## src/hw/rtl/mec_pkg.sv

```systemverilog
// shared constants, types and command/status words for the mandelbrot escape colorer
package mec_pkg;

    localparam int MAX_ITER      = 255;
    localparam int SCREEN_WIDTH  = 800;
    localparam int SCREEN_HEIGHT = 600;

    localparam int FRAC      = 28;
    localparam int PIX_W     = 10;
    localparam int C_W       = 32;
    localparam int STEP_W    = 31;
    localparam int OFS_W     = PIX_W + 2;
    localparam int MAP_W     = OFS_W + C_W;
    localparam int Z_W       = 34;
    localparam int MUL_W     = 31;
    localparam int PROD_W    = 2 * MUL_W;
    localparam int CNT_W     = $clog2(MAX_ITER + 1);
    localparam int REM_W     = $clog2(MAX_ITER);
    localparam int CH_W      = 8;
    localparam int NUM_W     = REM_W + CH_W;
    localparam int RECIP_SH  = NUM_W + REM_W;
    localparam int RECIP_W   = NUM_W + 2;
    localparam int PQ_W      = NUM_W + RECIP_W;
    localparam int SX_W      = 3;
    localparam int HUE_STEP  = 6;
    localparam int CFG_IDX_W = 2;

    localparam logic signed [OFS_W-1:0] HALF_COL = OFS_W'(SCREEN_WIDTH / 2);
    localparam logic signed [OFS_W-1:0] HALF_ROW = OFS_W'(SCREEN_HEIGHT / 2);

    localparam logic signed [Z_W-1:0]    TWO_POS   = Z_W'(1) << (FRAC + 1);
    localparam logic signed [Z_W-1:0]    TWO_NEG   = -TWO_POS;
    localparam logic signed [PROD_W:0]   FOUR_Q56  = (PROD_W + 1)'(1) << (2 * FRAC + 2);
    localparam logic [CH_W-1:0]          CHAN_MAX  = {CH_W{1'b1}};

    // ceiling of 2^RECIP_SH over the iteration limit
    localparam logic [RECIP_W-1:0] RECIP =
        RECIP_W'(((longint'(1) << RECIP_SH) + longint'(MAX_ITER) - 1) / longint'(MAX_ITER));

    localparam logic [STEP_W-1:0] RST_PIXEL_STEP  = STEP_W'(1342177);
    localparam logic signed [C_W-1:0] RST_CENTER_REAL = -C_W'(187904819);
    localparam logic signed [C_W-1:0] RST_CENTER_IMAG = '0;

    localparam logic [CFG_IDX_W-1:0] REG_PIXEL_STEP  = 2'd0;
    localparam logic [CFG_IDX_W-1:0] REG_CENTER_REAL = 2'd1;
    localparam logic [CFG_IDX_W-1:0] REG_CENTER_IMAG = 2'd2;

    localparam logic [SX_W-1:0] SX_RED     = 3'd0;
    localparam logic [SX_W-1:0] SX_YELLOW  = 3'd1;
    localparam logic [SX_W-1:0] SX_GREEN   = 3'd2;
    localparam logic [SX_W-1:0] SX_CYAN    = 3'd3;
    localparam logic [SX_W-1:0] SX_BLUE    = 3'd4;

    typedef enum logic [2:0] {
        ST_IDLE,
        ST_MAP,
        ST_CHK,
        ST_UPD,
        ST_FIN,
        ST_DIV,
        ST_OUT
    } mec_state_t;

    typedef struct packed {
        logic load;
        logic map;
        logic mul;
        logic upd;
        logic div_init;
        logic div_step;
        logic out_load;
    } mec_cmd_t;

    typedef struct packed {
        logic esc_mag;
        logic esc_sum;
        logic last_iter;
    } mec_sts_t;

endpackage

```

## src/hw/rtl/mec_ctrl.sv

```systemverilog
// controller state machine sequencing mapping, iterations, color divide and output
module mec_ctrl (
    input  logic             clk,
    input  logic             rst_n,
    input  logic             in_valid,
    output logic             in_stall,
    output logic             out_valid,
    input  logic             out_stall,
    input  mec_pkg::mec_sts_t sts,
    output mec_pkg::mec_cmd_t cmd
);

    mec_pkg::mec_state_t state_reg;
    mec_pkg::mec_state_t state_next;
    logic                out_valid_reg;
    logic                out_valid_next;
    logic                slot_free;

    assign slot_free = !out_valid_reg || !out_stall;
    assign in_stall  = (state_reg != mec_pkg::ST_IDLE);
    assign out_valid = out_valid_reg;

    always_ff @(posedge clk or negedge rst_n)
    begin
        if (!rst_n)
        begin
            state_reg     <= mec_pkg::ST_IDLE;
            out_valid_reg <= 1'b0;
        end
        else
        begin
            state_reg     <= state_next;
            out_valid_reg <= out_valid_next;
        end
    end

    always_comb
    begin
        state_next = state_reg;
        cmd        = '0;
        case (state_reg)
            mec_pkg::ST_IDLE:
            begin
                if (in_valid)
                begin
                    cmd.load   = 1'b1;
                    state_next = mec_pkg::ST_MAP;
                end
            end
            mec_pkg::ST_MAP:
            begin
                cmd.map    = 1'b1;
                state_next = mec_pkg::ST_CHK;
            end
            mec_pkg::ST_CHK:
            begin
                cmd.mul = 1'b1;
                if (sts.esc_mag)
                begin
                    state_next = mec_pkg::ST_FIN;
                end
                else
                begin
                    state_next = mec_pkg::ST_UPD;
                end
            end
            mec_pkg::ST_UPD:
            begin
                if (sts.esc_sum)
                begin
                    state_next = mec_pkg::ST_FIN;
                end
                else
                begin
                    cmd.upd = 1'b1;
                    if (sts.last_iter)
                    begin
                        state_next = mec_pkg::ST_FIN;
                    end
                    else
                    begin
                        state_next = mec_pkg::ST_CHK;
                    end
                end
            end
            mec_pkg::ST_FIN:
            begin
                cmd.div_init = 1'b1;
                state_next   = mec_pkg::ST_DIV;
            end
            mec_pkg::ST_DIV:
            begin
                cmd.div_step = 1'b1;
                state_next   = mec_pkg::ST_OUT;
            end
            mec_pkg::ST_OUT:
            begin
                if (slot_free)
                begin
                    cmd.out_load = 1'b1;
                    state_next   = mec_pkg::ST_IDLE;
                end
            end
            default:
            begin
                state_next = mec_pkg::ST_IDLE;
            end
        endcase
    end

    always_comb
    begin
        if (cmd.out_load)
        begin
            out_valid_next = 1'b1;
        end
        else if (out_stall)
        begin
            out_valid_next = out_valid_reg;
        end
        else
        begin
            out_valid_next = 1'b0;
        end
    end

endmodule

```

## config.mk

```make
export PLATFORM = sky130hd
export DESIGN_NAME = mec_ctrl
export DESIGN_NICKNAME = d
export VERILOG_FILES = /design/src/hw/rtl/mec_pkg.sv /design/src/hw/rtl/mec_ctrl.sv
export SDC_FILE = /design/constraint.sdc
export NUM_CORES = 1
export LEC_CHECK = 0
export BUFFER_PORTS_ARGS = -buffer_cell sky130_fd_sc_hd__buf_2
export CORE_AREA = 3 3 40 42
export CTS_CLUSTER_DIAMETER = 100
export DETAILED_ROUTE_END_ITERATION = 10
export DIE_AREA = 0 0 43 45
export GPL_TIMING_DRIVEN = 0
export SYNTH_ARGS = -nofsm -noshare
export SYNTH_HDL_FRONTEND = slang
export SYNTH_SLANG_ARGS = --single-unit
```

## constraint.sdc

```tcl
create_clock -name clk -period 1.1 [get_ports clk]
set_input_delay 0 -clock clk [delete_from_list [all_inputs] [get_ports clk]]
set_output_delay 0 -clock clk [all_outputs]
set_load 0.005 [all_outputs]
```

After elaboration in Yosys (flattened, before gate mapping)
Index checks and enable logic that the tools add are counted.
{"block": "totals", "inputBits": 7, "register_bits": 4}
{"block": "op_classes", "muxes": 18, "eq_ne": 9, "reduce_logical": 6}
{"operator": "case mux 3 bit (7 select lines)", "count": 1}
{"operator": "2-to-1 mux 3 bit", "count": 5}
{"operator": "2-to-1 mux 1 bit", "count": 12}
{"operator": "equality test 3 bit, second input constant", "count": 3}
{"operator": "equality test 3 x 2 -> 1 bit, second input constant", "count": 2}
{"operator": "inequality test 2 bit, second input constant", "count": 2}
{"operator": "equality test 3 x 1 -> 1 bit, second input constant", "count": 1}
{"operator": "logical NOT 3 bit", "count": 1}
{"operator": "nonzero test 3 bit", "count": 1}
{"operator": "logical NOT 1 bit", "count": 2}
{"operator": "inequality test 2 x 1 -> 1 bit, second input constant", "count": 1}
{"operator": "AND reduction 2 bit", "count": 1}
{"operator": "logical OR 1 bit", "count": 1}

Depth between registers and ports, before layout
Gate-level depths: netlist of the first run.
{"block": "depth", "ltp_word": 5, "mapped_depth": 4, "depth_no_buf": 3}

Least setup slack after synthesis of the first run
OpenSTA, ideal clock, no wires.
{"block": "synth_path", "kind": "flip-flop to flip-flop", "start": "register state_reg[1]", "end": "register state_reg[2]", "required_ps": 979, "stages_incl_launch_ff": 4, "slack_ps": 152, "arrival_time_ps": 827, "synth_period_minus_slack_ps": 948, "path_cell_list": "dfrtp_1 buf_6 and2b_1 a22o_1"}
{"block": "synth_between", "elab_chain_len": 3, "elab_cells_between_ends": 11}
{"item": "start, declared", "line_no": "mec_ctrl.sv:13", "text": "mec_pkg::mec_state_t state_reg;"}
{"item": "start signal, assigned", "line_no": "mec_ctrl.sv:27", "text": "state_reg <= mec_pkg::ST_IDLE;"}
{"item": "start signal, assigned", "line_no": "mec_ctrl.sv:32", "text": "state_reg <= state_next;"}
{"item": "equality test 3 bit or logical NOT 3 bit (tied branches)", "line_no": "mec_ctrl.sv:41", "text": "case (state_reg)"}
{"item": "inequality test 2 bit (no line)"}
{"item": "AND reduction 2 bit (no line)"}
Parallel ways exist; a longest one is shown, timed or not.
A chain may end at the register's enable or synchronous reset.

==> flow_metrics.py, run 1 <==
metrics = {
    "status": {
        "status": "finished with violations",
        "violations": "negative setup slack",
    },
    "global_route": {
        "grt_antenna_before_repair": 0,
        "grt_max_degree": 11,
        "overflow": 0,
        "track_usage": 0.0811,
        "use_met1": 0.0878,
        "grtUsageMet2": 0.129,
        "grt_pass1_vias": 288,
        "grt_pass1_wl_mm": 1.12,
        "top_usage_layer": "met2",
        "met3_usage": 0.0239,
    },
    "synth": {
        "yosys_most_used_dff": "dfrtp_1",
        "synth_area_per_cell_um2": 8.65,
        "syn_area_um2": 303,
        "yosysUniqueCellTypes": 19,
        "synth_warnings": 0,
        "synth_edf_count": 0,
        "syn_nets": 42,
        "async_reset_ff_frac": 1.00,
        "synthTopCellsByArea": "dfrtp_1 (33%), buf_6 (7.4%), nor2_1 (6.2%), and3b_1 (5.8%), o21ai_1 (5.0%)",
        "syn_inst": 35,
        "synth_top_area_share": 0.331,
        "ys_seq_area_frac": 0.331,
        "ys_ff_latch": 4,
        "yosys.area.top_type": "dfrtp_1",
    },
    "die": {
        "rows": 13,
        "die_height_um": 45,
        "die_w_um": 43,
        "start_util": 0.236,
        "ioPinCount": 16,
        "dieArea_mm2": 0.00194,
        "core-area_mm2": 0.00128,
    },
    "cells_and_area": {
        "instances_no_fill": 76,
        "fill_cells": 134,
        "largest_reg_flops": 3,
        "nets": 70,
        "syn_to_final_growth_pct": 69.8,
        "layout-drive-gt1-share": 0.590,
        "post-route-util": 0.400,
        "diodes": 0,
    },
    "sta": {
        "tns_ps": -361,
        "setup_viol": 9,
        "hold_violations": 0,
        "fmaxAchievable_mhz": 851,
        "fin_worst_skew_ps": 0.880,
        "tightestPinTransition_ps": 203,
        "finalCritPeriodShare": 1.07,
        "drv_slew": 0,
        "maxSlewHeadroom": 0.863,
        "fin_crit_ps": 1170,
        "hold_ws_ps": 45.4,
        "setup_ws_ps": -74.9,
        "rsz0062_at_grt": "yes",
    },
    "place": {
        "numPlacedInstances": 65,
        "place.gp.congestion": 0.680,
        "io_buffers": 15,
        "place_ws_ps": 55.8,
        "dp_hpwl_um": 537,
    },
    "worst_setup_path": {
        "reg2regPathDepth": 4,
        "r2r-end": "state_reg[2]",
        "crit_buf_inv": 2,
        "reg2reg_from": "state_reg[1]",
        "crit_start": "state_reg[1]",
        "r2r_setup_slack_ps": -10,
        "critPathRequiredTime_ps": 1100,
        "start_kind": "flop",
        "endpoint_kind": "primary output",
        "path_class": "reg2out",
        "timing.critical_path.fanout_max": 8,
        "worst_ep_arrival_time_ps": 1170,
        "cpMaxStageDelayCell": "dfrtp_1",
        "cpLargestDelayFamily": "flip-flops",
        "crit_chain": "buf_6, and2b_1, and3b_1, buf_2",
        "cp.depth": 4,
        "max_stage_delay_ps": 380,
        "critPathCapture": "cmd[3]",
    },
    "routing": {
        "vias": 350,
        "dr.first_iter.drc_count": 8,
        "wl_um": 804,
        "drc_errors": 0,
        "drtPass1Iterations": 4,
        "ant_nets": 0,
        "via_per_inst": 4.61,
        "wire_per_inst_um": 10.6,
    },
    "power_and_ir_drop": {
        "p_leak_nw": 0.275,
        "p_per_area_mw_per_mm2": 2720,
        "vdd_drop_max_v": 0.000659,
    },
    "clock_tree": {
        "cts.sinks": 4,
        "clockRootBuffer": "clkbuf_4",
        "cts_tree": "yes",
        "clock_latency_ps": 230,
        "cts_buffer_depth": 2,
        "cts_made_buffers": 3,
        "htree_levels": 1,
        "clk_pin_slew_worst_paths_ps": 40,
    },
    "run": {
        "cap_violations": 0,
    },
    "min_path": {
        "hp-class": "in2reg",
    },
}
final cells by class:
cell class / instances / area [um^2] / area share
well taps: 15 / 18.8 / 0.0365
clock buffers: 3 / 22.5 / 0.0438
plain buffers: 3 / 33.8 / 0.0657
inverters: 1 / 3.75 / 0.00730
multi-input cells: 26 / 183 / 0.355
repair buffers: 24 / 153 / 0.297
flip-flops and latches: 4 / 100 / 0.195
report_power, final:
| group | total [mW] | leakage, nW | internal [mW] | switching, mW |
|---|---|---|---|---|
| clock network | 0.178 | 0.0138 | 0.122 | 0.0563 |
| logic | 0.932 | 0.211 | 0.553 | 0.380 |
| registers | 0.286 | 0.0507 | 0.217 | 0.0684 |
| total | 1.40 | 0.275 | 0.892 | 0.504 |
worst reg2reg max path: cells and delay by family (launching register included):
family,cells,cell delay (ps)
flops,1,380
buf+inv,2,270
compound gates,1,200
simple gates,1,160
worst min-delay path by stage:
stage / slack [ps] / cells after the start / endpoint / start
floorplan: -300 / 0 / out_valid / rst_n
global placement: -190 / 1 / out_valid / rst_n
detailed placement: -190 / 1 / state_reg[1] / rst_n
CTS: 30 / 3 / out_valid / out_stall
global route: 50 / 3 / out_valid / out_stall
finish: 50 / 3 / state_reg[0] / in_valid
cell families after synthesis:
group,count (synthesis),synth area share
simple gates,17,0.335
compound gates,9,0.198
buf+inv,5,0.136
flops,4,0.331
synth_stat cells (2+ instances only):
library cell	instances
nor2_1	5
buf_4	2
and3b_1	2
buf_6	2
nor3b_1	2
dfrtp_1	4
a21oi_1	2
o21ai_1	3
nand2_1	3
layout by cell type (no fill, tap or decap), types with 2 or more instances in the layout:
cell,netlist,layout
o21ai_1,3,3
nor3b_2,0,2
and3b_1,2,2
dfrtp_1,4,4
nand2_1,3,3
buf_2,0,15
buf_4,2,6
clkbuf_4,0,3
nor2_1,5,4
buf_6,2,5
stage by stage:
| step | instance area, um^2 | power [mW] |
|---|---|---|
| 6_report | 514 | 1.40 |
| 3_3_place_gp | 397 | 0.934 |
| 3_5_place_dp | 397 | 0.940 |
| 4_1_cts | 445 | 1.19 |
| 2_1_floorplan | 303 | 0.733 |
| 5_1_grt | 514 | 1.51 |
routing by layer:
| metal | share of wire | vias to the layer above |
|---|---|---|
| met3 | 0.068 | 0 |
| met1 | 0.39 | 163 |
| met4 | 0 | 0 |
| met5 | 0 | - |
| li1 | - | 175 |
| met2 | 0.54 | 12 |
timing repair:
item | in CTS | in global routing
endpoints found under the hold margin | 4 | 0
gates cloned | 0 | 0
resized for setup | 2 | 6
buffers inserted | 2 | 6
pin swaps | 0 | 1
hold buffers | 1 | 0
endpoints found under the setup margin | 6 | 7
Note: power is estimated with default switching activity, not from simulation.
==> run 2, diff against run 1 <==
Settings changed: CTS_CLUSTER_SIZE set to 24, RECOVER_POWER set to 25.
==> run 2 against run 1 <==
Effect of this change:
- the flow still finishes with violations (negative setup slack)
- final cell count unchanged
- via count unchanged
- sequential share of layout area about the same
- fmax unchanged
- setup slack unchanged
- largest cell class unchanged
==> flow_metrics.py, run 2 (same netlist as run 1, synthesis figures left out) <==
metrics = {
    "global_route": {
        "track_usage": 0.0811,
        "overflow": 0,
        "grt_antenna_before_repair": 0,
        "grt_max_degree": 11,
        "grt_pass1_wl_mm": 1.12,
        "grt_pass1_vias": 288,
    },
    "power_and_ir_drop": {
        "total_power_mw": 1.40,
        "power_frac_clock": 0.128,
        "seqPwrFrac": 0.205,
        "p_int_uw": 892,
        "p_per_area_mw_per_mm2": 2720,
        "vdd_drop_max_v": 0.000659,
        "p_switching_uw": 504,
        "p_leak_nw": 0.272,
        "combPwrFrac": 0.668,
        "switching_share": 0.361,
    },
    "clock_tree": {
        "clock_latency_ps": 230,
        "clockRootBuffer": "clkbuf_4",
        "cts_tree": "yes",
        "clk_pin_slew_worst_paths_ps": 40,
        "cts.sinks": 4,
        "cts_made_buffers": 3,
        "cts_buffer_depth": 2,
        "htree_levels": 1,
    },
    "worst_setup_path": {
        "worst_ep_arrival_time_ps": 1170,
        "reg2regPathDepth": 4,
        "endpoint_kind": "primary output",
        "timing.critical_path.fanout_max": 8,
        "start_kind": "flop",
        "path_class": "reg2out",
        "critPathRequiredTime_ps": 1100,
    },
    "routing": {
        "dr.first_iter.drc_count": 8,
        "vias": 350,
        "wl_um": 802,
        "ant_nets": 0,
        "drc_errors": 0,
        "wire_per_inst_um": 10.6,
        "drtPass1Iterations": 4,
        "via_per_inst": 4.61,
    },
    "sta": {
        "hold_ws_ps": 45.4,
        "rsz0062_at_grt": "yes",
        "fmaxAchievable_mhz": 851,
        "maxSlewHeadroom": 0.863,
        "drv_slew": 0,
        "setup_viol": 9,
        "hold_violations": 0,
        "fin_crit_ps": 1170,
        "setup_ws_ps": -74.9,
        "finalCritPeriodShare": 1.07,
        "tightestPinTransition_ps": 203,
        "fin_worst_skew_ps": 0.880,
    },
    "die": {
        "start_util": 0.236,
        "rows": 13,
        "die_w_um": 43,
        "dieArea_mm2": 0.00194,
        "core-area_mm2": 0.00128,
        "die_height_um": 45,
        "ioPinCount": 16,
    },
    "cells_and_area": {
        "largest_reg_flops": 3,
        "fill_cells": 134,
        "final_cell_mix": "buf_2 (14), buf_4 (6), buf_6 (5)",
        "nets": 70,
        "regArea_um2": 100,
        "layout-drive-gt1-share": 0.574,
        "final_common_cell": "buf_2",
        "syn_to_final_growth_pct": 69.4,
        "multi_input_area_um2": 183,
        "diodes": 0,
    },
    "place": {
        "io_buffers": 15,
        "place.gp.congestion": 0.680,
        "dp_hpwl_um": 537,
    },
    "min_path": {
        "min_path_cells": 3,
        "hp-class": "in2reg",
    },
    "run": {
        "cap_violations": 0,
    },
    "status": {
        "status": "finished with violations",
        "violations": "negative setup slack",
    },
}
==> run 2: cell types whose count changed in the layout (fill, tap and decap cells not counted), sizes merged <==
cell	before	now
buf	26	25
clkbuf	3	4
==> run 2: path summary, 6_finish.rpt <==
path | slack, ps | from | to
hold reg to reg | 590 | out_valid | out_valid
min in group asynchronous | 130 | rst_n | state_reg[2]
hold / removal | 50 | in_valid | state_reg[0]
max in group asynchronous | 800 | rst_n | state_reg[1]
setup / recovery | -70 | state_reg[1] | cmd[3]
setup reg to reg | -10 | state_reg[1] | state_reg[2]
==> run 2: layout make-up <==
class | count | area share
plain buffers | 3 | 0.0659
inverters | 1 | 0.00732
clock buffers | 3 | 0.0439
multi-input cells | 26 | 0.356
repair buffers | 24 | 0.295
well taps | 15 | 0.0366
flip-flops and latches | 4 | 0.195
==> run 2: metal layers <==
| layer | vias to the layer above | global-route usage | share of wire |
|---|---|---|---|
| met5 | - | 0 | 0 |
| met3 | 0 | 0.0239 | 0.069 |
| li1 | 175 | - | - |
| met4 | 0 | 0.0723 | 0 |
| met1 | 163 | 0.0878 | 0.39 |
| met2 | 12 | 0.129 | 0.54 |
==> run 2: stage by stage <==
step / instance area, um^2 / std cells / utilization / TNS (ps) / setup WS, ps
floorplan: 303 / 35 / - / 0 / 152
finish: 513 / 76 / 0.399 / -361 / -74.9
CTS: 445 / 70 / 0.347 / -506 / -92.6
global route: 513 / 76 / 0.399 / -835 / -128
global placement: 397 / 65 / 0.309 / 0 / 44.0
detailed placement: 397 / 65 / 0.309 / 0 / 55.8
==> run 2: power groups by stage <==
stage | Clock [mW] | Combinational [mW] | Sequential, mW
CTS | 0.186 | 0.723 | 0.283
finish | 0.178 | 0.932 | 0.286
global route | 0.202 | 1.01 | 0.293
floorplan | 0 | 0.465 | 0.268
global placement | 0 | 0.656 | 0.278
detailed placement | 0 | 0.658 | 0.281
==> run 2: critical path: stages (launching register included) <==
cell	delay [ps]
dfrtp_1	380
buf_6	140
and2b_1	160
and3b_1	150
buf_2	120
==> run 2: what timing repair did <==
item / in CTS / in global routing
endpoints found under the setup margin: 6 / 7
pin swaps: 0 / 1
setup buffers: 2 / 6
resized for setup: 2 / 6
hold buffers: 1 / 0
hold endpoints to repair: 4 / 0
==> run 3, diff against run 2 <==
--- a/config.mk
+++ b/config.mk
@@ -7,2 +7,3 @@
 export LEC_CHECK = 0
+export ABC_AREA = 1
 export BUFFER_PORTS_ARGS = -buffer_cell sky130_fd_sc_hd__buf_2
==> constraint.sdc (replaced) <==
create_clock -name clk -period 1.1 [get_ports clk]
set_input_delay 0.22 -clock clk [delete_from_list [all_inputs] [get_ports clk]]
set_output_delay 0.22 -clock clk [all_outputs]
set_load 0.005 [all_outputs]
==> run 3 against run 2 <==
Effect of this change:
- the run still ends with negative setup slack left
- register-to-register slack worse by 20 ps
- sequential share of layout area shrank 1.4 points
- total power rose by 11%
- clock skew about the same
- non-clock buffer count unchanged
- design area is 10% higher
- largest power group unchanged
==> flow_metrics.py, run 3 <==
metrics = {
    "status": {
        "status": "finished with violations",
        "violations": "negative setup slack",
    },
    "cells_and_area": {
        "largest_reg_flops": 3,
        "design_area_um2": 567,
        "layout-drive-gt1-share": 0.658,
        "final_common_cell": "buf_2",
        "final_cell_mix": "buf_2 (14), inv_1 (6), nor2_1 (6), buf_4 (6)",
        "nets": 82,
        "syn_to_final_growth_pct": 104,
        "diodes": 0,
    },
    "sta": {
        "fmaxAchievable_mhz": 751,
        "rsz0062_at_grt": "yes",
        "hold_violations": 0,
        "fin_worst_skew_ps": 1.19,
        "fin_crit_ps": 1330,
        "finalCritPeriodShare": 1.21,
        "setup_ws_ps": -231,
        "drv_slew": 0,
        "tightestPinTransition_ps": 200,
        "setup_viol": 9,
        "maxSlewHeadroom": 0.867,
    },
    "power_and_ir_drop": {
        "vdd_drop_max_v": 0.000965,
        "total_power_mw": 1.55,
        "p_per_area_mw_per_mm2": 2740,
        "p_leak_nw": 0.314,
    },
    "global_route": {
        "grt_antenna_before_repair": 0,
        "track_usage": 0.108,
        "grt_pass1_wl_mm": 1.52,
        "overflow": 0,
        "grt_pass1_vias": 352,
        "grt_max_degree": 7,
    },
    "die": {
        "core-area_mm2": 0.00128,
        "ioPinCount": 16,
        "dieArea_mm2": 0.00194,
        "rows": 13,
        "die_w_um": 43,
        "start_util": 0.216,
        "die_height_um": 45,
    },
    "synth": {
        "yosys.area.top_type": "dfrtp_1",
        "ys_ff_latch": 4,
        "synth_edf_count": 0,
        "ys_seq_area_frac": 0.360,
        "synth_warnings": 0,
        "syn_inst": 44,
        "synth_common_cells": "nor2_1 (11), inv_1 (8), nand2_1 (8), dfrtp_1 (4), nand3_1 (3)",
        "yosysUniqueCellTypes": 12,
        "synth_area_per_cell_um2": 6.31,
        "yosysMostFrequentCell": "nor2_1",
        "yosys_most_used_dff": "dfrtp_1",
        "synthTopCellsByArea": "dfrtp_1 (36%), nor2_1 (15%), inv_1 (11%), nand2_1 (11%), nand3_1 (5.4%)",
        "synth_top_area_share": 0.360,
        "async_reset_ff_frac": 1.00,
        "syn_nets": 51,
        "syn_area_um2": 278,
    },
    "clock_tree": {
        "clockRootBuffer": "clkbuf_4",
        "cts.sinks": 4,
        "cts_made_buffers": 3,
        "clk_pin_slew_worst_paths_ps": 40,
        "clock_latency_ps": 230,
        "htree_levels": 1,
        "cts_tree": "yes",
        "cts_buffer_depth": 2,
    },
    "routing": {
        "dr.first_iter.drc_count": 1,
        "wire_per_inst_um": 10.1,
        "drc_errors": 0,
        "vias": 388,
        "wl_um": 887,
        "drtPass1Iterations": 3,
        "ant_nets": 0,
        "via_per_inst": 4.41,
    },
    "min_path": {
        "hp-class": "in2reg",
    },
    "place": {
        "place_area_um2": 372,
        "dp_hpwl_um": 510,
        "place.gp.congestion": 0.700,
        "io_buffers": 15,
    },
    "run": {
        "cap_violations": 0,
    },
    "worst_setup_path": {
        "timing.critical_path.fanout_max": 4,
        "path_class": "reg2out",
        "endpoint_kind": "primary output",
        "worst_ep_arrival_time_ps": 1110,
        "start_kind": "flop",
        "critPathRequiredTime_ps": 880,
    },
}
run 3: path summary, 6_finish.rpt:
check	startpoint	endpoint	slack (ps)	cells after the start
min in group asynchronous	rst_n	state_reg[2]	340	2
max in group asynchronous	rst_n	state_reg[0]	570	2
worst min register to register	out_valid	out_valid	500	2
worst min-delay path	out_stall	out_valid	220	3
worst max register to register	state_reg[0]	state_reg[1]	-30	5
worst max-delay path	state_reg[1]	cmd[2]	-230	3
run 3: per-stage QoR:
| stage | worst slack (ps) | setup TNS (ps) | std cells | util | hold WS (ps) |
|---|---|---|---|---|---|
| 6_report | -231 | -1660 | 88 | 0.441 | 216 |
| 5_1_grt | -286 | -2160 | 88 | 0.441 | 233 |
| 3_3_place_gp | -91.3 | -94.4 | 74 | 0.289 | 25.7 |
| 4_1_cts | -243 | -1680 | 85 | 0.386 | 216 |
| 3_5_place_dp | -110 | -120 | 74 | 0.289 | 26.1 |
| 2_1_floorplan | 61.7 | 0 | 44 | - | -75.6 |
run 3: report_power, final:
group / switching (mW) / internal, mW
registers: 0.108 / 0.225
logic: 0.495 / 0.545
clock network: 0.0587 / 0.122
run 3: logic make-up (layout without fill, tap and decap cells):
group / after synthesis / after routing / share of synthesized area
buffers and inverters: 10 / 39 / 0.149
flip-flops: 4 / 4 / 0.360
AO/OA/AOI/OAI: 1 / 1 / 0.0315
AND/OR/NAND/NOR: 29 / 29 / 0.459
run 3: layout make-up:
type | instances | area (um^2)
clock buffer | 3 | 22.5
sequential | 4 | 103
multi-input combinational | 30 | 196
timing repair buffer | 27 | 185
tap | 15 | 18.8
fill | 129 | 718
inverter | 9 | 41.3
run 3: what timing repair did:
item	in CTS	in global routing
resized for setup	13	15
pin swaps	4	6
endpoints found under the setup margin	8	11
hold buffers	1	0
setup buffers	8	4
cloned	0	0
endpoints found under the hold margin	4	0
run 3: worst max-delay path, stage by stage, from the launching register on:
cell	delay [ps]
dfrtp_2	440
buf_6	150
nor3_2	160
buf_2	130
run 3: per-layer routing:
| metal | global-route usage | wire length [um] | share of wire | vias up |
|---|---|---|---|---|
| li1 | - | - | - | 192 |
| met1 | 0.120 | 324 | 0.37 | 186 |
| met5 | 0 | 0 | 0 | - |
| met4 | 0.0723 | 14 | 0.016 | 0 |
| met3 | 0.0438 | 40 | 0.045 | 2 |
| met2 | 0.171 | 509 | 0.57 | 8 |
